`src/polyab_pkg.sv`:
```
// polyab_pkg: widths, limits and payload types shared by the polygon area and box block
// depends on nothing; used by every module under src
package polyab_pkg;

   // coordinate and arithmetic widths
   localparam int COORD_W   = 24;
   localparam int BOX_MAX_W = COORD_W - 1;
   localparam int PROD_W    = 2 * COORD_W;
   localparam int PSUM_W    = PROD_W + 2;
   localparam int CROSS_W   = 58;
   localparam int AREA_W    = 62;

   // saturation limits
   localparam logic signed [CROSS_W-1:0] CROSS_MAX = {1'b0, {(CROSS_W-1){1'b1}}};
   localparam logic signed [CROSS_W-1:0] CROSS_MIN = {1'b1, {(CROSS_W-1){1'b0}}};
   localparam logic [AREA_W-1:0] AREA_MAX = {AREA_W{1'b1}};
   localparam logic signed [COORD_W-1:0] COORD_POS_MAX = {1'b0, {(COORD_W-1){1'b1}}};

   // one vertex transfer
   typedef struct packed {
      logic signed [COORD_W-1:0] x_coord;
      logic signed [COORD_W-1:0] y_coord;
      logic                      ends_polygon;
      logic                      ends_instance;
      logic                      no_vertex;
   } polyab_req_type;

   // one instance result
   typedef struct packed {
      logic [AREA_W-1:0]         instance_area;
      logic signed [COORD_W-1:0] box_min_x;
      logic signed [COORD_W-1:0] box_min_y;
      logic [BOX_MAX_W-1:0]      box_max_x;
      logic [BOX_MAX_W-1:0]      box_max_y;
      logic                      area_saturated;
   } polyab_rsp_type;

   // classification of a vertex as made by the front
   typedef struct packed {
      logic no_vertex;
      logic restart;
      logic closes;
      logic ends_inst;
   } polyab_flags_type;

   // queue entry: prefix sums of the cross terms and the saturated outcomes
   typedef struct packed {
      polyab_flags_type          flags;
      logic signed [COORD_W-1:0] x;
      logic signed [COORD_W-1:0] y;
      logic signed [PSUM_W-1:0]  p_end;
      logic signed [PSUM_W-1:0]  p_max;
      logic signed [PSUM_W-1:0]  p_min;
      logic signed [CROSS_W-1:0] hi_res;
      logic signed [CROSS_W-1:0] lo_res;
   } polyab_job_type;

endpackage

```
`src/polyab_back.sv`:
```
// polyab_back: cross sum accumulation, area and bounding box per instance, result register
// depends on polyab_pkg
module polyab_back (
   input  logic                       clock,
   input  logic                       reset,
   input  logic                       job_valid,
   output logic                       job_ready,
   input  polyab_pkg::polyab_job_type job_data,
   output logic                       rsp_valid,
   input  logic                       rsp_ready,
   output polyab_pkg::polyab_rsp_type rsp_data
);

   localparam int CW = polyab_pkg::COORD_W;
   localparam int MW = polyab_pkg::BOX_MAX_W;
   localparam int XW = polyab_pkg::CROSS_W + 1;
   localparam int KW = polyab_pkg::CROSS_W;
   localparam int AW = polyab_pkg::AREA_W;
   localparam logic signed [XW-1:0] CMAX_E = XW'(polyab_pkg::CROSS_MAX);
   localparam logic signed [XW-1:0] CMIN_E = XW'(polyab_pkg::CROSS_MIN);

   typedef struct packed {
      logic                 vertex;
      logic                 closes;
      logic                 emit;
      logic                 sat;
      logic signed [CW-1:0] x;
      logic signed [CW-1:0] y;
   } polyab_tag_type;

   logic en, pop;

   // cross sum stage
   logic signed [KW-1:0] cross_ff, cross_in;
   logic signed [XW-1:0] c_ext, s_hi, s_lo, s_end;
   logic hi, lo;
   logic signed [KW-1:0] res;
   logic b1_v_ff;
   polyab_tag_type b1_tag_ff, b1_tag_in;
   logic signed [KW-1:0] b1_val_ff;

   // magnitude stage
   logic b2_v_ff;
   polyab_tag_type b2_tag_ff;
   logic [KW-1:0] b2_mag_ff, b2_mag_in;

   // instance state
   logic [AW-1:0] area_ff, area_in, area_new;
   logic sat_ff, sat_in, sat_new, area_sat;
   logic [AW:0] area_sum;
   logic signed [CW-1:0] min_x_ff, min_x_in, min_x_new, min_y_ff, min_y_in, min_y_new;
   logic [MW-1:0] max_x_ff, max_x_in, max_x_new, max_y_ff, max_y_in, max_y_new;
   logic signed [CW-1:0] max_x_e, max_y_e;

   // result register
   logic rsp_valid_ff, rsp_valid_in;
   polyab_pkg::polyab_rsp_type rsp_data_ff, rsp_data_in;

   // the whole back halts only while a result waits
   assign en        = !rsp_valid_ff || rsp_ready;
   assign job_ready = en;
   assign pop       = job_valid && en;
   assign rsp_valid = rsp_valid_ff;
   assign rsp_data  = rsp_data_ff;

   // cross sum update: the upper clamp takes priority over the lower one
   always_comb begin
      if (job_data.flags.restart) begin
         c_ext = '0;
      end else begin
         c_ext = XW'(cross_ff);
      end
      s_hi  = c_ext + XW'(job_data.p_max);
      s_lo  = c_ext + XW'(job_data.p_min);
      s_end = c_ext + XW'(job_data.p_end);
      hi    = (s_hi > CMAX_E);
      lo    = (s_lo < CMIN_E);
      if (hi) begin
         res = job_data.hi_res;
      end else if (lo) begin
         res = job_data.lo_res;
      end else begin
         res = s_end[KW-1:0];
      end
      cross_in = cross_ff;
      if (pop && !job_data.flags.no_vertex) begin
         cross_in = res;
      end
      b1_tag_in.vertex = !job_data.flags.no_vertex;
      b1_tag_in.closes = job_data.flags.closes;
      b1_tag_in.emit   = job_data.flags.no_vertex
                         || (job_data.flags.closes && job_data.flags.ends_inst);
      b1_tag_in.sat    = !job_data.flags.no_vertex && (hi || lo);
      b1_tag_in.x      = job_data.x;
      b1_tag_in.y      = job_data.y;
   end

   // absolute value of a closed polygon's sum
   assign b2_mag_in = b1_val_ff[KW-1] ? (~b1_val_ff + 1'b1) : b1_val_ff;

   // area accumulation and box tracking
   always_comb begin
      area_sum = {1'b0, area_ff} + (AW + 1)'(b2_mag_ff);
      area_new = area_ff;
      area_sat = 1'b0;
      if (b2_tag_ff.closes) begin
         if (area_sum >= {1'b0, polyab_pkg::AREA_MAX}) begin
            area_new = polyab_pkg::AREA_MAX;
            area_sat = 1'b1;
         end else begin
            area_new = area_sum[AW-1:0];
         end
      end
      sat_new = sat_ff || b2_tag_ff.sat || area_sat;
      max_x_e = CW'({1'b0, max_x_ff});
      max_y_e = CW'({1'b0, max_y_ff});
      min_x_new = min_x_ff;
      min_y_new = min_y_ff;
      max_x_new = max_x_ff;
      max_y_new = max_y_ff;
      if (b2_tag_ff.vertex) begin
         if (b2_tag_ff.x < min_x_ff) min_x_new = b2_tag_ff.x;
         if (b2_tag_ff.y < min_y_ff) min_y_new = b2_tag_ff.y;
         if (b2_tag_ff.x > max_x_e)  max_x_new = b2_tag_ff.x[MW-1:0];
         if (b2_tag_ff.y > max_y_e)  max_y_new = b2_tag_ff.y[MW-1:0];
      end

      rsp_data_in.instance_area  = area_new;
      rsp_data_in.box_min_x      = min_x_new;
      rsp_data_in.box_min_y      = min_y_new;
      rsp_data_in.box_max_x      = max_x_new;
      rsp_data_in.box_max_y      = max_y_new;
      rsp_data_in.area_saturated = sat_new;

      area_in  = area_ff;
      sat_in   = sat_ff;
      min_x_in = min_x_ff;
      min_y_in = min_y_ff;
      max_x_in = max_x_ff;
      max_y_in = max_y_ff;
      if (en && b2_v_ff) begin
         if (b2_tag_ff.emit) begin
            area_in  = '0;
            sat_in   = 1'b0;
            min_x_in = polyab_pkg::COORD_POS_MAX;
            min_y_in = polyab_pkg::COORD_POS_MAX;
            max_x_in = '0;
            max_y_in = '0;
         end else begin
            area_in  = area_new;
            sat_in   = sat_new;
            min_x_in = min_x_new;
            min_y_in = min_y_new;
            max_x_in = max_x_new;
            max_y_in = max_y_new;
         end
      end
      rsp_valid_in = rsp_valid_ff;
      if (en) begin
         rsp_valid_in = b2_v_ff && b2_tag_ff.emit;
      end
   end

   // control and accumulator state
   always_ff @(posedge clock) begin
      if (reset) begin
         cross_ff     <= '0;
         b1_v_ff      <= 1'b0;
         b2_v_ff      <= 1'b0;
         area_ff      <= '0;
         sat_ff       <= 1'b0;
         min_x_ff     <= polyab_pkg::COORD_POS_MAX;
         min_y_ff     <= polyab_pkg::COORD_POS_MAX;
         max_x_ff     <= '0;
         max_y_ff     <= '0;
         rsp_valid_ff <= 1'b0;
      end else begin
         cross_ff     <= cross_in;
         area_ff      <= area_in;
         sat_ff       <= sat_in;
         min_x_ff     <= min_x_in;
         min_y_ff     <= min_y_in;
         max_x_ff     <= max_x_in;
         max_y_ff     <= max_y_in;
         rsp_valid_ff <= rsp_valid_in;
         if (en) begin
            b1_v_ff <= pop;
            b2_v_ff <= b1_v_ff;
         end
      end
   end

   // stage payloads and result data
   always_ff @(posedge clock) begin
      if (en) begin
         b1_tag_ff   <= b1_tag_in;
         b1_val_ff   <= res;
         b2_tag_ff   <= b1_tag_ff;
         b2_mag_ff   <= b2_mag_in;
         rsp_data_ff <= rsp_data_in;
      end
   end

endmodule

```
`config.mk`:
```
export PLATFORM = sky130hd
export DESIGN_NAME = polyab_back
export DESIGN_NICKNAME = d
export VERILOG_FILES = /design/src/polyab_pkg.sv /design/src/polyab_back.sv
export SDC_FILE = /design/constraint.sdc
export NUM_CORES = 2
export LEC_CHECK = 0
export BUFFER_PORTS_ARGS = -buffer_cell sky130_fd_sc_hd__buf_4
export CORE_MARGIN = 2
export CORE_UTILIZATION = 40
export DETAILED_ROUTE_END_ITERATION = 8
export HOLD_SLACK_MARGIN = 0.15
export PLACE_DENSITY_LB_ADDON = 0.05
export SYNTH_ARGS = -nofsm -noshare
export SYNTH_HDL_FRONTEND = slang
export SYNTH_SLANG_ARGS = --single-unit
```
`constraint.sdc`:
```
create_clock -name clock -period 22.2 [get_ports clock]
set_input_delay 2.22 -clock clock [delete_from_list [all_inputs] [get_ports clock]]
set_output_delay 2.22 -clock clock [all_outputs]
set_load 0.005 [all_outputs]
```
* Yosys cells after proc, flatten, opt, wreduce, memory -nomap -nowiden
Cells that the tools add are included.
** Operators by class
- $add $sub $neg :: 5
- Magnitude comparators :: 7
- Multiplexer cells :: 22
- Bitwise operators :: 1
- Reductions and logical operators :: 13
** Operators with widths (number)
- 62-bit two-way mux :: 3
- 24-bit two-way mux :: 6
- 23-bit two-way mux :: 6
- 59-bit by 50-bit adder with 59-bit output :: 2
- 58-bit two-way mux :: 2
- 62-bit by 58-bit adder with 63-bit output :: 1
- 63-bit by 62-bit >= comparator with 1-bit output (second input constant) :: 1
- 59-bit by 58-bit greater-than comparator with 1-bit output (second input constant) :: 1
- 59-bit by 58-bit < comparator with 1-bit output (second input constant) :: 1
- 59-bit two-way mux :: 1
- 58-bit by 1-bit adder with 58-bit output (second input constant) :: 1
- 58-bit by 50-bit adder with 58-bit output :: 1
- 58-bit inverter :: 1
- 57-bit two-way mux :: 1
- 24-bit greater-than comparator :: 2
- 24-bit < comparator :: 2
- 1-bit logical AND :: 6
- 1-bit logical OR :: 5
- 1-bit two-way mux :: 3
- 1-bit logical NOT :: 2
** Word-level totals
- Register bits :: 595

* Longest topological paths before layout
- Depth after elaboration :: 6
- Mapped depth :: 29
- Depth with buffers taken out :: 16

* Worst setup path before layout
Ideal clock, no wire load.
- Path kind :: input port to flip-flop
- From :: input rsp_ready
- To :: register max_y_ff[10]
- Library setup time :: 60 ps
- Arrival :: 15996 ps
- Data required time :: 22140 ps
- Path slack :: 6145 ps
- Stages :: 7
- Path buffers :: 2
- Cell sequence :: nand2b_1 clkbuf_1 nand2_1 nor3_1 a21o_1 buf_1 a22o_1
** On the way
- Word-level cells in the longest chain between the ends :: 2
** Ends and longest elaborated chain
- start: declaration :: line polyab_back.sv:10 : input logic rsp_ready,
- 1-bit logical OR :: line polyab_back.sv:60 : assign en = !rsp_valid_ff || rsp_ready;
- net job_ready :: line polyab_back.sv:7 : output logic job_ready,
- 1-bit logical AND :: line polyab_back.sv:141 : if (en && b2_v_ff) begin
- end signal: assignment :: line polyab_back.sv:184 : max_y_ff <= max_y_in;
- end: declaration :: line polyab_back.sv:52 : logic [MW-1:0] max_x_ff, max_x_in, max_x_new, max_y_ff, max_y_in, max_y_new;
The timed path passes the listed nets, and every way through them passes these cells.
A chain may end at the register's enable or synchronous reset.

* Worst setup path in the final report
- From :: input job_data[316] in the netlist's numbering
- To :: register cross_ff[37]
** On the way
- Word-level cells in the longest chain between the ends :: 5
- Elaborated cells between the ends (all ways) :: 8
- Those cells by class :: 3 x add/sub; 2 x order compare; 3 x mux
** Ends and longest elaborated chain
- start: declaration :: line polyab_back.sv:8 : input polyab_pkg::polyab_job_type job_data,
- 59-bit two-way mux (*) :: line polyab_back.sv:68 : if (job_data.flags.restart) begin
- 59-bit by 50-bit adder with 59-bit output :: line polyab_back.sv:74 : s_lo = c_ext + XW'(job_data.p_min);
- 59-bit by 58-bit < comparator with 1-bit output :: line polyab_back.sv:77 : lo = (s_lo < CMIN_E);
- 58-bit two-way mux :: line polyab_back.sv:80 : end else if (lo) begin
- 58-bit two-way mux (*) :: line polyab_back.sv:78 : if (hi) begin
- net res[37] :: line polyab_back.sv:37 : logic signed [KW-1:0] res;
- end signal: assignment :: line polyab_back.sv:178 : cross_ff <= cross_in;
- end: declaration :: line polyab_back.sv:34 : logic signed [KW-1:0] cross_ff, cross_in;
Mark *: on every way through the listed nets, which the timed path passes. The rest lies on a longest branch.

==> metrics.yaml <==
power_and_ir_drop:
  total_power_uw: 3499
  combPwrFrac_pct: 23.7
  p_leak_uw: 0.01869
  seq_power_share_pct: 41.6
  p_switching_uw: 1118
  vdd_drop_max_uv: 65.87
  p_int_uw: 2381
  p_clk_share_pct: 34.6
  sw_frac_of_total_pct: 31.95
  powerDensity_nw_per_um2: 75.40
clock_network:
  cts_resized: 0
  cts_root_buf: "clkbuf_16"
  clkLatencyLatePin_ns: 0.65
  cts_tree: "built"
  htreeDepth: 3
  clk_pin_slew_worst_paths_ns: 0.06
  clock-sinks: 595
  clockBufferDepth: 3
  cts_setup_buffers: 0
  cts_made_buffers: 73
  hold_buffers: 0
finish:
  nFillCells: 9427
  drive_gt1_share_pct: 16.25
  final_cells: 5993
  layout_common_cells: "buf_4 (514), edfxtp_1 (377), nand2_1 (365), nor2_1 (362), a21oi_1 (337)"
  fin_nets: 5162
  mostFrequentLayoutCell: "buf_4"
  finish.utilization_pct: 47.28
  area_growth_syn_to_layout_pct: 17.45
place:
  globalplace.congestion: 0.9280
  place_inst: 5852
  dpl.hpwl_um: 104300
  numPortBuffers: 480
drt:
  ant_nets: 0
  wl_per_cell_um: 22.87
  first_pass_iters: 5
  vias: 34900
  drt_iter0_drc: 3049
  drc: 0
  viasPerCell: 5.823
  drt-total-wl_um: 137000
timing:
  fin_setup_tns_ns: 0
  rsz0062_at_grt: "no"
  relSlewSlack_pct: 11.47
  min_period_over_period_pct: 37.30
  clock-skew-final_ns: 0.02925
  fin_crit_ns: 8.281
  slew_viol_final: 0
  hold_viol_final: 0
  holdWs_ns: 0.4094
  max_freq_ghz: 0.1208
  setup_violations: 0
  worstMarginPinSlew_ns: 1.295
hold_path:
  hold_path.class: "reg2reg"
  worstHoldStart: "b1_tag_ff[47]"
critical_path:
  endpoint: "cross_ff[37]"
  startpoint_type: "input port"
  crit_required_ns: 22.67
  path_max_fanout: 100
  critical-path-max-stage-delay_ns: 0.72
  cp_cell_sequence: "buf_6 -> buf_4 -> nor2b_1 -> ha_1 -> nand4_1 -> or3_1 -> or4_1 -> a211oi_1 -> nand3_1 -> o41ai_1 -> nor2_1 -> and3_1 -> nor2_4 -> buf_4 -> mux2_2 -> mux2_2 -> nor2_1 -> nor3_1"
  critPathSlowestCell: "buf_4"
  r2r_end: "cross_ff[37]"
  path_class: "in2reg"
  cp_num_cells: 18
  regToRegStartpoint: "cross_ff[12]"
  crit_buf_inv: 3
  critPathCaptureType: "flip-flop"
  cp.arrival_ns: 8.75
  crit_path_start: "job_data[316]"
  reg2regPathDepth: 14
  r2r_setup_slack_ns: 16.16
  crit_family: "simple AND/OR/NAND/NOR gates"
floorplanning:
  io_pins: 481
  start_util_pct: 40.26
  dieWidth_um: 318.3
  fp.coreArea_um2: 98130
  die_area_um2: 101300
  die_h_um: 318.3
  rows: 115
run_status:
  status: "finished, final reports clean"
synthesis:
  synth.distinct_cells: 90
  synth-main-ff-cell: "edfxtp_1"
  synthesis.nets: 4877
  ys_warn_count: 0
  ys_ff_latch: 595
  syn_inst: 4355
  seq_area_frac_synth_pct: 39.70
  synth_edf_count: 377
  netlist_area_um2: 39510
  async_flop_share_pct: 0
  synth.avg_cell_area_um2: 9.072
global_route:
  grt_pass1_wl_um: 205600
  overflow: 0
  grtUsageTotal_pct: 26.19
  first_global_vias: 32640
  antenna_found_initial: 9
  grt_max_degree: 150
run:
  max_cap_viol_count: 0
==> routing by layer <==
metal	wire (µm)	global-route usage [%]
met1	63670	37.74
met2	61140	40.82
met3	8674	3.422
met4	3539	7.804
met5	24	0
==> per-stage QoR <==
| step | setup WS [ns] | cell area [µm²] |
|---|---|---|
| 3_5_place_dp | 13.38 | 43950 |
| 6_report | 13.92 | 46400 |
| 4_1_cts | 14.07 | 46390 |
| 2_1_floorplan | 6.145 | 39510 |
| 3_3_place_gp | 13.55 | 43950 |
| 5_1_grt | 13.49 | 46400 |
==> worst min path at each step <==
| stage | end | cells after the start | slack (ns) |
|---|---|---|---|
| finish | b2_tag_ff[47] | 0 | 0.41 |
| detailed placement | b2_tag_ff[7] | 0 | 0.40 |
| CTS | b2_tag_ff[47] | 0 | 0.40 |
| global route | b2_tag_ff[47] | 0 | 0.40 |
| global placement | b2_tag_ff[38] | 0 | 0.40 |
| floorplan | b2_tag_ff[0] | 0 | 0.40 |
==> sequential cells by signal (all words and copies together), names as in the netlist <==
register / count
b1_v_ff: 1
max_x_ff: 23
b2_tag_ff: 52
cross_ff: 58
b2_v_ff: 1
sat_ff: 1
min_x_ff: 24
b2_mag_ff: 58
rsp_valid: 1
b1_tag_ff: 52
min_y_ff: 24
max_y_ff: 23
rsp_data: 157
b1_val_ff: 58
area_ff: 62
==> cell usage after synthesis (17+ instances only) <==
library cell | number | area (µm²)
a2111oi_0 | 18 | 157.7
a211oi_1 | 23 | 172.7
a21o_1 | 97 | 728.2
a21oi_1 | 339 | 1697
a221oi_1 | 18 | 157.7
a22o_1 | 59 | 516.8
a22oi_1 | 20 | 150.1
a31oi_1 | 118 | 738.2
and2_1 | 42 | 262.8
and3_1 | 18 | 112.6
buf_1 | 46 | 172.7
clkbuf_1 | 253 | 949.7
dfxtp_1 | 218 | 4364
edfxtp_1 | 377 | 11320
ha_1 | 199 | 2490
inv_1 | 179 | 671.9
maj3_1 | 18 | 180.2
mux2_2 | 76 | 855.8
mux2i_1 | 49 | 490.5
nand2_1 | 365 | 1370
nand2b_1 | 48 | 300.3
nand3_1 | 65 | 325.3
nand4_1 | 51 | 319.1
nor2_1 | 364 | 1366
nor2b_1 | 81 | 506.7
nor3_1 | 46 | 230.2
nor4_1 | 26 | 162.7
nor4b_1 | 17 | 148.9
o211ai_1 | 65 | 488.0
o21a_1 | 86 | 645.6
o21ai_0 | 236 | 1181
o21bai_1 | 23 | 172.7
o221ai_1 | 24 | 210.2
o22a_1 | 55 | 481.7
o22ai_1 | 28 | 175.2
o31ai_1 | 33 | 247.7
or3_1 | 22 | 137.6
or4_1 | 21 | 157.7
xnor2_1 | 179 | 1568
xor2_1 | 77 | 674.4
==> kinds of logic after synthesis <==
kind of cell / after synthesis / share of synthesized area [%]
AND/OR/NAND/NOR: 1264 / 15.87
AO/OA/AOI/OAI: 1410 / 23.89
adder cells (fa/ha/maj): 218 / 6.809
flip-flops: 595 / 39.70
multiplexers: 125 / 3.408
XOR/XNOR: 256 / 5.675
buffers and inverters: 487 / 4.649
==> layout make-up <==
type | count | area [µm²] | area share [%]
timing repair buffer | 516 | 3890 | 8.383
clock buffer | 100 | 2009 | 4.331
antenna | 5 | 12.51 | 0.02697
sequential | 595 | 15690 | 33.80
clock inverter | 36 | 430.4 | 0.9276
inverter | 181 | 679.4 | 1.464
multi-input combinational | 3273 | 22080 | 47.59
tap | 1287 | 1610 | 3.470
==> power groups by stage <==
stage                     Clock (µW)  Combinational [µW]  Sequential [µW]
after floorplan                    0                 552             1410
after global placement             0                 821             1480
after detailed placement           0                 822             1480
after CTS                       1250                 825             1450
after global routing            1280                 914             1470
final                           1210                 830             1460
Power figures use the tool's default switching activity.
