--- config.mk ---
export PLATFORM = sky130hd
export DESIGN_NAME = polyab_queue
export DESIGN_NICKNAME = d
export VERILOG_FILES = /design/src/polyab_pkg.sv /design/src/polyab_queue.sv
export SDC_FILE = /design/constraint.sdc
export NUM_CORES = 1
export LEC_CHECK = 0
export ABC_CLOCK_PERIOD_IN_PS = 11110
export BUFFER_PORTS_ARGS = -buffer_cell sky130_fd_sc_hd__buf_2
export CORE_UTILIZATION = 55
export DETAILED_ROUTE_END_ITERATION = 12
export PLACE_DENSITY = 0.84
export SETUP_SLACK_MARGIN = 0.5
export SLEW_MARGIN = 20
export SYNTH_ARGS = -nofsm -noshare
export SYNTH_HDL_FRONTEND = slang
export SYNTH_SLANG_ARGS = --single-unit
export TNS_END_PERCENT = 50
--- constraint.sdc ---
create_clock -name clock -period 11.11 [get_ports clock]
set_clock_uncertainty 0.05 [all_clocks]
set_input_delay 0.5555 -clock clock [delete_from_list [all_inputs] [get_ports clock]]
set_output_delay 0.5555 -clock clock [all_outputs]
set_load 0.03 [all_outputs]
--- src/polyab_pkg.sv ---
// polyab_pkg: widths, limits and payload types shared by the polygon area and box block
// depends on nothing; used by every module under src
package polyab_pkg;

   // coordinate and arithmetic widths
   localparam int COORD_W   = 24;
   localparam int BOX_MAX_W = COORD_W - 1;
   localparam int PROD_W    = 2 * COORD_W;
   localparam int PSUM_W    = PROD_W + 2;
   localparam int CROSS_W   = 58;
   localparam int AREA_W    = 62;

   // saturation limits
   localparam logic signed [CROSS_W-1:0] CROSS_MAX = {1'b0, {(CROSS_W-1){1'b1}}};
   localparam logic signed [CROSS_W-1:0] CROSS_MIN = {1'b1, {(CROSS_W-1){1'b0}}};
   localparam logic [AREA_W-1:0] AREA_MAX = {AREA_W{1'b1}};
   localparam logic signed [COORD_W-1:0] COORD_POS_MAX = {1'b0, {(COORD_W-1){1'b1}}};

   // one vertex transfer
   typedef struct packed {
      logic signed [COORD_W-1:0] x_coord;
      logic signed [COORD_W-1:0] y_coord;
      logic                      ends_polygon;
      logic                      ends_instance;
      logic                      no_vertex;
   } polyab_req_type;

   // one instance result
   typedef struct packed {
      logic [AREA_W-1:0]         instance_area;
      logic signed [COORD_W-1:0] box_min_x;
      logic signed [COORD_W-1:0] box_min_y;
      logic [BOX_MAX_W-1:0]      box_max_x;
      logic [BOX_MAX_W-1:0]      box_max_y;
      logic                      area_saturated;
   } polyab_rsp_type;

   // classification of a vertex as made by the front
   typedef struct packed {
      logic no_vertex;
      logic restart;
      logic closes;
      logic ends_inst;
   } polyab_flags_type;

   // queue entry: prefix sums of the cross terms and the saturated outcomes
   typedef struct packed {
      polyab_flags_type          flags;
      logic signed [COORD_W-1:0] x;
      logic signed [COORD_W-1:0] y;
      logic signed [PSUM_W-1:0]  p_end;
      logic signed [PSUM_W-1:0]  p_max;
      logic signed [PSUM_W-1:0]  p_min;
      logic signed [CROSS_W-1:0] hi_res;
      logic signed [CROSS_W-1:0] lo_res;
   } polyab_job_type;

endpackage

--- src/polyab_queue.sv ---
// polyab_queue: short first-in first-out buffer between front and back
// depends on polyab_pkg
module polyab_queue #(
   parameter int DEPTH = 4
) (
   input  logic                       clock,
   input  logic                       reset,
   input  logic                       in_valid,
   output logic                       in_ready,
   input  polyab_pkg::polyab_job_type in_data,
   output logic                       out_valid,
   input  logic                       out_ready,
   output polyab_pkg::polyab_job_type out_data
);

   localparam int PTR_W = (DEPTH > 1) ? $clog2(DEPTH) : 1;
   localparam int CNT_W = $clog2(DEPTH + 1);

   polyab_pkg::polyab_job_type slot_ff [DEPTH];
   logic [PTR_W-1:0] wr_ptr_ff, wr_ptr_in, rd_ptr_ff, rd_ptr_in;
   logic [CNT_W-1:0] count_ff, count_in;
   logic push, pop;

   assign in_ready  = (count_ff != CNT_W'(DEPTH));
   assign out_valid = (count_ff != '0);
   assign push      = in_valid && in_ready;
   assign pop       = out_valid && out_ready;
   assign out_data  = slot_ff[rd_ptr_ff];

   // pointer wrap and fill level
   always_comb begin
      wr_ptr_in = wr_ptr_ff;
      rd_ptr_in = rd_ptr_ff;
      count_in  = count_ff;
      if (push) begin
         wr_ptr_in = (wr_ptr_ff == PTR_W'(DEPTH - 1)) ? '0 : wr_ptr_ff + 1'b1;
      end
      if (pop) begin
         rd_ptr_in = (rd_ptr_ff == PTR_W'(DEPTH - 1)) ? '0 : rd_ptr_ff + 1'b1;
      end
      if (push && !pop) begin
         count_in = count_ff + 1'b1;
      end else if (pop && !push) begin
         count_in = count_ff - 1'b1;
      end
   end

   always_ff @(posedge clock) begin
      if (reset) begin
         wr_ptr_ff <= '0;
         rd_ptr_ff <= '0;
         count_ff  <= '0;
      end else begin
         wr_ptr_ff <= wr_ptr_in;
         rd_ptr_ff <= rd_ptr_in;
         count_ff  <= count_in;
      end
   end

   // entry storage
   always_ff @(posedge clock) begin
      if (push) begin
         slot_ff[wr_ptr_ff] <= in_data;
      end
   end

endmodule

; ---- Word level (Yosys, flattened, before mapping)
; Memories as Yosys holds them, arrays and structs flattened. A register that Yosys moved wholly into a read port is not among the register bits.
; Index checks and enable logic that the tools add are counted.
[totals]
regBits = 7
mem_bits_rw = 1272
inputBits = 322
out_inout_bits = 320
n_memories = 1
[memory_table]
columns = memory, words, width, rd, rd_clocked_by_memory_dff, write_ports, line_no
row1 = slot_ff, 4, 318, 1, 1, 1, polyab_queue.sv:19  ; polyab_pkg::polyab_job_type slot_ff [DEPTH];
[classes]
addsub = 4
n_eq_ne = 3
mux = 8
n_reduce_logical = 8
[op_table]
columns = op, count
row1 = 2-to-1 mux 2 bit, 4
row2 = 2-to-1 mux 3 bit, 2
row3 = "adder 2 x 1 -> 2 bit, second input constant", 2
row4 = "== test 2 bit, second input constant", 2
row5 = logical AND 1 bit, 4
row6 = "adder 3 x 1 -> 3 bit, second input constant", 1
row7 = "!= test 3 bit, second input constant", 1
row8 = nonzero test 3 bit, 1
row9 = "subtractor 3 x 1 -> 3 bit, second input constant", 1
row10 = logical NOT 1 bit, 2
row11 = 2-to-1 mux 1 bit, 2
row12 = nonzero test 2 bit, 1

; ---- Longest topological paths before layout
; Gate-level depths: netlist of the first run.
[depth]
word_depth = 6
mapped_depth = 9
mapped_depth_nobuf = 8

; ---- Worst setup path after synthesis of the first run
; Ideal clock, no wire load.
[synth_path]
path_kind = reg-to-reg
start = register count_ff[0]
end = memory slot_ff[0][0] (netlist name) (enable)
arrival_time_ps = 8292
slack_ps = 2044
path_stages_with_launch = 4
period_less_slack_ps = 9066
cell_sequence = dfxtp_1 or3b_1 clkbuf_1 and3_1
[synth_between]
elab_chain_len = 4
[synth_rtl]
columns = item, line_no
row1 = "start, declared", polyab_queue.sv:21  ; logic [CNT_W-1:0] count_ff, count_in;
row2 = "start signal, assigned", polyab_queue.sv:56  ; count_ff <= count_in;
row3 = != test 3 bit, polyab_queue.sv:24  ; assign in_ready = (count_ff != CNT_W'(DEPTH));
row4 = via in_ready, polyab_queue.sv:9  ; output logic in_ready,
row5 = logical AND 1 bit, polyab_queue.sv:26  ; assign push = in_valid && in_ready;
row6 = 2-to-1 mux 1 bit, polyab_queue.sv:62  ; if (push) begin
row7 = 2-to-1 mux 1 bit (not written as such), polyab_queue.sv:63  ; slot_ff[wr_ptr_ff] <= in_data;
row8 = "end, declared", polyab_queue.sv:19
; The timed path passes the listed nets, and every way through them passes these cells.

==> results.py, run 1 <==
metrics = {
    "routing": {
        "routed_wirelength_um": 107000,
        "dr_total_vias": 22000,
        "routed_wire_length_per_instance_um": 29.0,
        "final_antenna_net_count": 0,
        "detail_route.iter0.violations": 1784,
        "post-route-drc-count": 0,
        "post_drt_via_cell_ratio": 5.97,
        "drt-pass1-iter-count": 5,
    },
    "yosys": {
        "synth-seq-cells": 1281,
        "synth_area_per_inst_um2": 27.1,
        "synth-warning-count": 0,
        "synth_fp_nets": 2038,
        "yosysTopAreaCell": "sky130_fd_sc_hd__edfxtp_1",
        "synth_edf_count": 1272,
        "synth_sequential_area_ratio": 0.830,
        "yosys.cell_count.top_type": "sky130_fd_sc_hd__edfxtp_1",
        "ys_async_sr_fraction": 0,
        "yosys-top-cells-count": "sky130_fd_sc_hd__edfxtp_1, sky130_fd_sc_hd__mux4_2, sky130_fd_sc_hd__buf_4, sky130_fd_sc_hd__buf_1, sky130_fd_sc_hd__buf_2",
        "most_area_consuming_cells_after_synthesis": "sky130_fd_sc_hd__edfxtp_1, sky130_fd_sc_hd__mux4_2, sky130_fd_sc_hd__buf_4",
        "syn_area_um2": 46300,
        "syn-instance-count": 1709,
        "synth_cell_type_count": 25,
        "postSynth.topFlopCell": "sky130_fd_sc_hd__edfxtp_1",
        "post-synth-top-area-fraction": 0.826,
    },
    "timing": {
        "slew_violations": 0,
        "final.period_utilization": 0.411,
        "report.final.hold_viol_count": 0,
        "total_neg_setup_slack_ns": 0,
        "grt_setup_unrepaired": "no",
        "timing.slew.headroom": 0.126,
        "tightest_pin_transition_ns": 1.31,
        "post-route-min-period_ns": 4.57,
        "fmax_ghz": 0.219,
        "timing.final.setup_violations": 0,
    },
    "global_route": {
        "gr-total-overflow": 0,
        "grt_pass1_vias": 23500,
        "grt_pass1_wl_um": 153000,
        "grt_start_max_net_pins": 164,
        "antenna_found_initial": 38,
        "global_route.usage.total": 0.248,
    },
    "power_and_ir_drop": {
        "leakage_power_of_the_design_nw": 18.4,
        "powerDensity_nw_per_um2": 241,
        "vdd.ir_drop.worst_mv": 0.256,
        "sum_of_internal_switching_and_leakage_power_mw": 13.3,
    },
    "floorplanning": {
        "io_pins": 642,
        "core_um2": 82600,
        "die_h_um": 292,
        "rows": 105,
        "die_x_um": 292,
        "die_area_um2": 85300,
        "start_util": 0.560,
    },
    "worst_setup_path": {
        "arrival_ns": 3.96,
        "endpoint_kind": "primary output",
        "critical_path_class": "reg -> out",
        "path_max_fanout": 115,
        "setup.worst_path.start_class": "flip-flop",
        "critical_path_required_ns": 10.50,
        "worst-r2r-cell-count": 4,
    },
    "cts": {
        "tritoncts_num_sinks": 1281,
        "cts-buffers-inserted": 118,
        "worst_setup_hold_path_clk_slew_ns": 0.06,
        "tritoncts_clock_tree": "built",
        "clockRootBuffer": "sky130_fd_sc_hd__clkbuf_16",
        "htreeDepth": 3,
        "worst_skew_pair.late_latency_ns": 0.65,
        "clock_tree.buffer_depth": 3,
    },
    "flow_run": {
        "maxCapViolCount": 0,
    },
    "cells_and_area": {
        "post-route-util": 0.670,
        "area_growth_pct": 19.7,
        "post_route_cells_drive_above_1_share": 0.455,
        "final-instance-count-excl-fill": 3681,
        "final_net_count": 2804,
    },
    "min_path": {
        "hold_class": "in -> reg",
        "worst_hold_path.num_cells": 1,
    },
    "placement": {
        "numPlacedInstances": 3367,
        "placement.io_buffers": 641,
        "place_hpwl_um": 58800,
        "gp_routability_congestion": 0.799,
    },
    "run_status": {
        "status": "completed",
    },
}
==> per-stage QoR <==
step	setup WS, ns	hold slack (ns)	cell area [um^2]
2_1_floorplan	2.04	0.413	46300
3_3_place_gp	7.13	0.423	50600
3_5_place_dp	7.10	0.438	50600
4_1_cts	6.39	0.0000537	55300
5_1_grt	6.17	0.00461	55300
6_report	6.54	0.0502	55400
==> registers in the layout, indices dropped and copies added (netlist names), named ones only <==
name	cells
count_ff	3
rd_ptr_ff	2
slot_ff	1272
wr_ptr_ff	2
==> where the power goes <==
group / switching [mW] / leakage [nW] / internal (mW)
logic: 2.05 / 4.69 / 1.06
clock network: 1.78 / 1.97 / 2.42
registers: 0.171 / 11.7 / 5.86
total: 4.00 / 18.4 / 9.35
==> final timing paths <==
path,startpoint,end,slack [ns]
worst max-delay path,flip-flop,out_data[271],6.54
worst min-delay path,in_data[79],slot_ff[2][79]$_DFFE_PP_,0.05
worst max register to register,count_ff[0]$_SDFFE_PP0P_,slot_ff[0][164]$_DFFE_PP_,7.10
worst min register to register,rd_ptr_ff[0]$_SDFFE_PP0P_,flip-flop,0.46
==> metal layers <==
metal | global-route usage | vias to the layer above | wire (um) | share of wire
met3 | 0.0710 | 257 | 9700 | 0.091
met2 | 0.433 | 1216 | 57100 | 0.53
li1 | - | 9028 | - | -
met4 | 0.117 | 18 | 4830 | 0.045
met1 | 0.282 | 11500 | 35100 | 0.33
met5 | 0 | - | 112 | 0.0010
==> cell type report <==
class | count | area [um^2]
clock inverters | 91 | 1070
multi-input cells | 352 | 7450
diodes | 35 | 87.6
clock buffers | 130 | 3000
inverters | 3 | 11.3
fillers | 4786 | 27300
flip-flops and latches | 1281 | 38400
well taps | 1070 | 1340
repair buffers | 719 | 4010
==> logic make-up (layout without fill, tap and decap cells) <==
logic type | count (synthesis) | after routing | share of synthesized area
AO/OA/AOI/OAI | 5 | 5 | 0.000649
AND/OR/NAND/NOR | 17 | 17 | 0.00214
multiplexers | 321 | 321 | 0.155
flip-flops | 1281 | 1281 | 0.830
XOR/XNOR | 2 | 2 | 0.000379
adder cells (fa/ha/maj) | 7 | 7 | 0.00206
other | 0 | 35 | 0
buffers and inverters | 76 | 943 | 0.00958
==> repair_timing <==
item,CTS,global route
gates resized for setup,0,0
endpoints found under the hold margin,188,0
setup buffers,0,0
hold buffers,58,0
==> layout by cell type, fill, tap and decap left out, types with 2 or more instances in the layout <==
master	n
sky130_fd_sc_hd__bufinv_16	20
sky130_fd_sc_hd__mux4_2	318
sky130_fd_sc_hd__ha_1	6
sky130_fd_sc_hd__and3_4	4
sky130_fd_sc_hd__buf_4	14
sky130_fd_sc_hd__nand2b_1	2
sky130_fd_sc_hd__clkbuf_16	118
sky130_fd_sc_hd__dlygate4sd3_1	58
sky130_fd_sc_hd__clkinv_16	3
sky130_fd_sc_hd__inv_1	3
sky130_fd_sc_hd__edfxtp_1	1272
sky130_fd_sc_hd__buf_12	6
sky130_fd_sc_hd__clkbuf_1	12
sky130_fd_sc_hd__diode_2	35
sky130_fd_sc_hd__clkinv_1	23
sky130_fd_sc_hd__or3_1	3
sky130_fd_sc_hd__buf_2	641
sky130_fd_sc_hd__clkinv_2	29
sky130_fd_sc_hd__mux2i_1	3
sky130_fd_sc_hd__o31ai_1	2
sky130_fd_sc_hd__xor2_1	2
sky130_fd_sc_hd__dfxtp_4	2
sky130_fd_sc_hd__clkinvlp_4	11
sky130_fd_sc_hd__inv_6	2
sky130_fd_sc_hd__nor2_1	3
sky130_fd_sc_hd__dfxtp_1	7
sky130_fd_sc_hd__a21oi_1	2
==> critical path, stage by stage, from the launching register on <==
cell	delay [ns]
sky130_fd_sc_hd__dfxtp_4	0.76
sky130_fd_sc_hd__buf_4	0.73
sky130_fd_sc_hd__buf_12	0.64
sky130_fd_sc_hd__mux4_2	0.66
sky130_fd_sc_hd__buf_2	0.22
Note: power is estimated with default switching activity, not from simulation.
==> run 2: changes to the inputs <==
--- a/config.mk
+++ b/config.mk
@@ -5,7 +5,7 @@
 export SDC_FILE = /design/constraint.sdc
 export NUM_CORES = 1
 export LEC_CHECK = 0
-export ABC_CLOCK_PERIOD_IN_PS = 11110
+export ABC_CLOCK_PERIOD_IN_PS = 4300
 export BUFFER_PORTS_ARGS = -buffer_cell sky130_fd_sc_hd__buf_2
 export CORE_UTILIZATION = 55
 export DETAILED_ROUTE_END_ITERATION = 12
==> constraint.sdc (replaced) <==
create_clock -name clock -period 4.3 [get_ports clock]
set_clock_uncertainty 0.05 [all_clocks]
set_input_delay 0.215 -clock clock [delete_from_list [all_inputs] [get_ports clock]]
set_output_delay 0.215 -clock clock [all_outputs]
set_load 0.03 [all_outputs]
==> run 2 against run 1 <==
Compared with the run above:
- sequential power rose to 2.6 times the previous value
- sequential cell count stayed put
- power rose to 2.6 times the previous value
- routed wire length increased by 12%
- design area is 5.6% higher
- first-iteration DRC count up 37%
- worst setup slack lost 5.5 ns
- die area stayed put
- critical endpoint is now out_data[278]
- non-clock buffer count increased by 322
- hold slack improved by 0.19 ns
==> results.py, run 2 (synthesized netlist as in run 1, its figures left out) <==
metrics = {
    "run_status": {
        "status": "completed",
    },
    "routing": {
        "post_drt_via_cell_ratio": 6.07,
        "routed_wire_length_per_instance_um": 29.9,
        "detail_route.iter0.violations": 2447,
        "post-route-drc-count": 0,
        "final_antenna_net_count": 0,
        "dr_total_vias": 24200,
        "drt-pass1-iter-count": 7,
        "routed_wirelength_um": 119000,
    },
    "cells_and_area": {
        "n_fill_cell": 4429,
        "commonest_cells_after_routing_fill_and_taps_aside": "sky130_fd_sc_hd__edfxtp_1, sky130_fd_sc_hd__buf_2, sky130_fd_sc_hd__dlygate4sd3_1, sky130_fd_sc_hd__mux4_2, sky130_fd_sc_hd__clkbuf_16",
        "final-instance-count-excl-fill": 3981,
        "multi_input_area_um2": 7450,
        "reg.largest.list": "slot_ff x1272, count_ff x3",
        "post_route_cells_drive_above_1_share": 0.423,
        "final_common_cell": "sky130_fd_sc_hd__edfxtp_1",
        "max_flop_register": "slot_ff",
        "flip_flop_count_of_the_largest_register_after_layout": 1272,
        "final_net_count": 3127,
        "area_growth_pct": 26.4,
        "layout.area.seq_um2": 38400,
    },
    "worst_setup_path": {
        "endpoint_kind": "primary output",
        "path_max_fanout": 43,
        "worst_r2r_startpoint": "count_ff[0]$_SDFFE_PP0P_",
        "setup.worst_path.start_class": "flip-flop",
        "critical_path_class": "reg -> out",
        "arrival_ns": 3.00,
        "critical_path_required_ns": 4.03,
    },
    "timing": {
        "post-route-min-period_ns": 3.26,
        "fmax_ghz": 0.306,
        "timing.slew.headroom": 0.272,
        "final.period_utilization": 0.759,
        "slew_violations": 0,
        "timing.final.setup_violations": 0,
        "grt_setup_unrepaired": "no",
        "report.final.hold_viol_count": 0,
        "tightest_pin_transition_ns": 1.09,
    },
    "min_path": {
        "hold_class": "in -> reg",
        "hold_path.startpoint": "in_data[13]",
    },
    "global_route": {
        "global_route.usage.total": 0.278,
        "gr-total-overflow": 0,
        "grt_start_max_net_pins": 90,
        "grt_pass1_wl_um": 172000,
        "antenna_found_initial": 10,
        "grt_pass1_vias": 25900,
    },
    "cts": {
        "cts_setup_buffers": 0,
        "post_cts_resized": 0,
        "cts-buffers-inserted": 119,
        "tritoncts_num_sinks": 1281,
        "clock_tree.buffer_depth": 3,
        "htreeDepth": 3,
        "clockRootBuffer": "sky130_fd_sc_hd__clkbuf_16",
        "tritoncts_clock_tree": "built",
        "worst_setup_hold_path_clk_slew_ns": 0.07,
        "worst_skew_pair.late_latency_ns": 0.68,
    },
    "placement": {
        "gp_routability_congestion": 0.829,
        "placement.io_buffers": 641,
        "place_hpwl_um": 65900,
        "numPlacedInstances": 3426,
    },
    "floorplanning": {
        "die_area_um2": 85300,
        "core_um2": 82600,
        "die_h_um": 292,
        "die_x_um": 292,
        "start_util": 0.560,
        "io_pins": 642,
        "rows": 105,
    },
    "power_and_ir_drop": {
        "vdd.ir_drop.worst_mv": 0.679,
        "powerDensity_nw_per_um2": 596,
        "sum_of_internal_switching_and_leakage_power_mw": 34.9,
        "leakage_power_of_the_design_nw": 19.8,
    },
    "flow_run": {
        "maxCapViolCount": 0,
    },
}
## run 2: layout make-up
class / instances / area share
clock inverters: 87 / 0.0146
well taps: 1070 / 0.0229
inverters: 3 / 0.000193
multi-input cells: 352 / 0.127
repair buffers: 1041 / 0.125
diodes: 11 / 0.000471
flip-flops and latches: 1281 / 0.656
clock buffers: 136 / 0.0527
## run 2: per-stage QoR
step | hold WS [ns] | cell area (um^2) | util | setup slack (ns) | TNS, ns
floorplan | 0.264 | 46300 | - | -1.07 | -1364.20
global placement | 0.373 | 51300 | 0.621 | 1.72 | 0
detailed placement | 0.380 | 51300 | 0.621 | 1.68 | 0
CTS | 0.181 | 58500 | 0.707 | 0.934 | 0
global route | 0.212 | 58500 | 0.708 | 0.854 | 0
finish | 0.237 | 58500 | 0.708 | 1.04 | 0
## run 2: path summary, 6_finish.rpt
path                                                  end  slack [ns]  cells after the start
worst max-delay path                        out_data[278]        1.04                      3
worst max register to register  slot_ff[3][203]$_DFFE_PP_        1.77                      4
worst min-delay path             slot_ff[2][13]$_DFFE_PP_        0.24                      2
worst min register to register                  flip-flop        0.44                      2
## run 2: what timing repair did
| action | CTS | global route |
|---|---|---|
| hold buffers | 321 | 0 |
| endpoints found under the setup margin | 0 | 0 |
| endpoints found under the hold margin | 1281 | 0 |
## run 2: metal layers
metal | track usage | vias to the layer above | wire [um]
met2 | 0.498 | 1635 | 63700
met5 | 0 | - | 23
li1 | - | 9649 | -
met1 | 0.323 | 12600 | 39800
met3 | 0.0623 | 318 | 10400
met4 | 0.120 | 4 | 5240
## run 2: where the power goes
group	switching (mW)	internal (mW)
Combinational	5.52	3.11
Sequential	0.526	15.1
Clock	4.69	5.90
## run 2: worst max-delay path, cell delays in order, from the launching register on
cell and delay (ns):
sky130_fd_sc_hd__dfxtp_4 1.04, sky130_fd_sc_hd__buf_4 0.47, sky130_fd_sc_hd__mux4_2 0.59, sky130_fd_sc_hd__buf_2 0.20
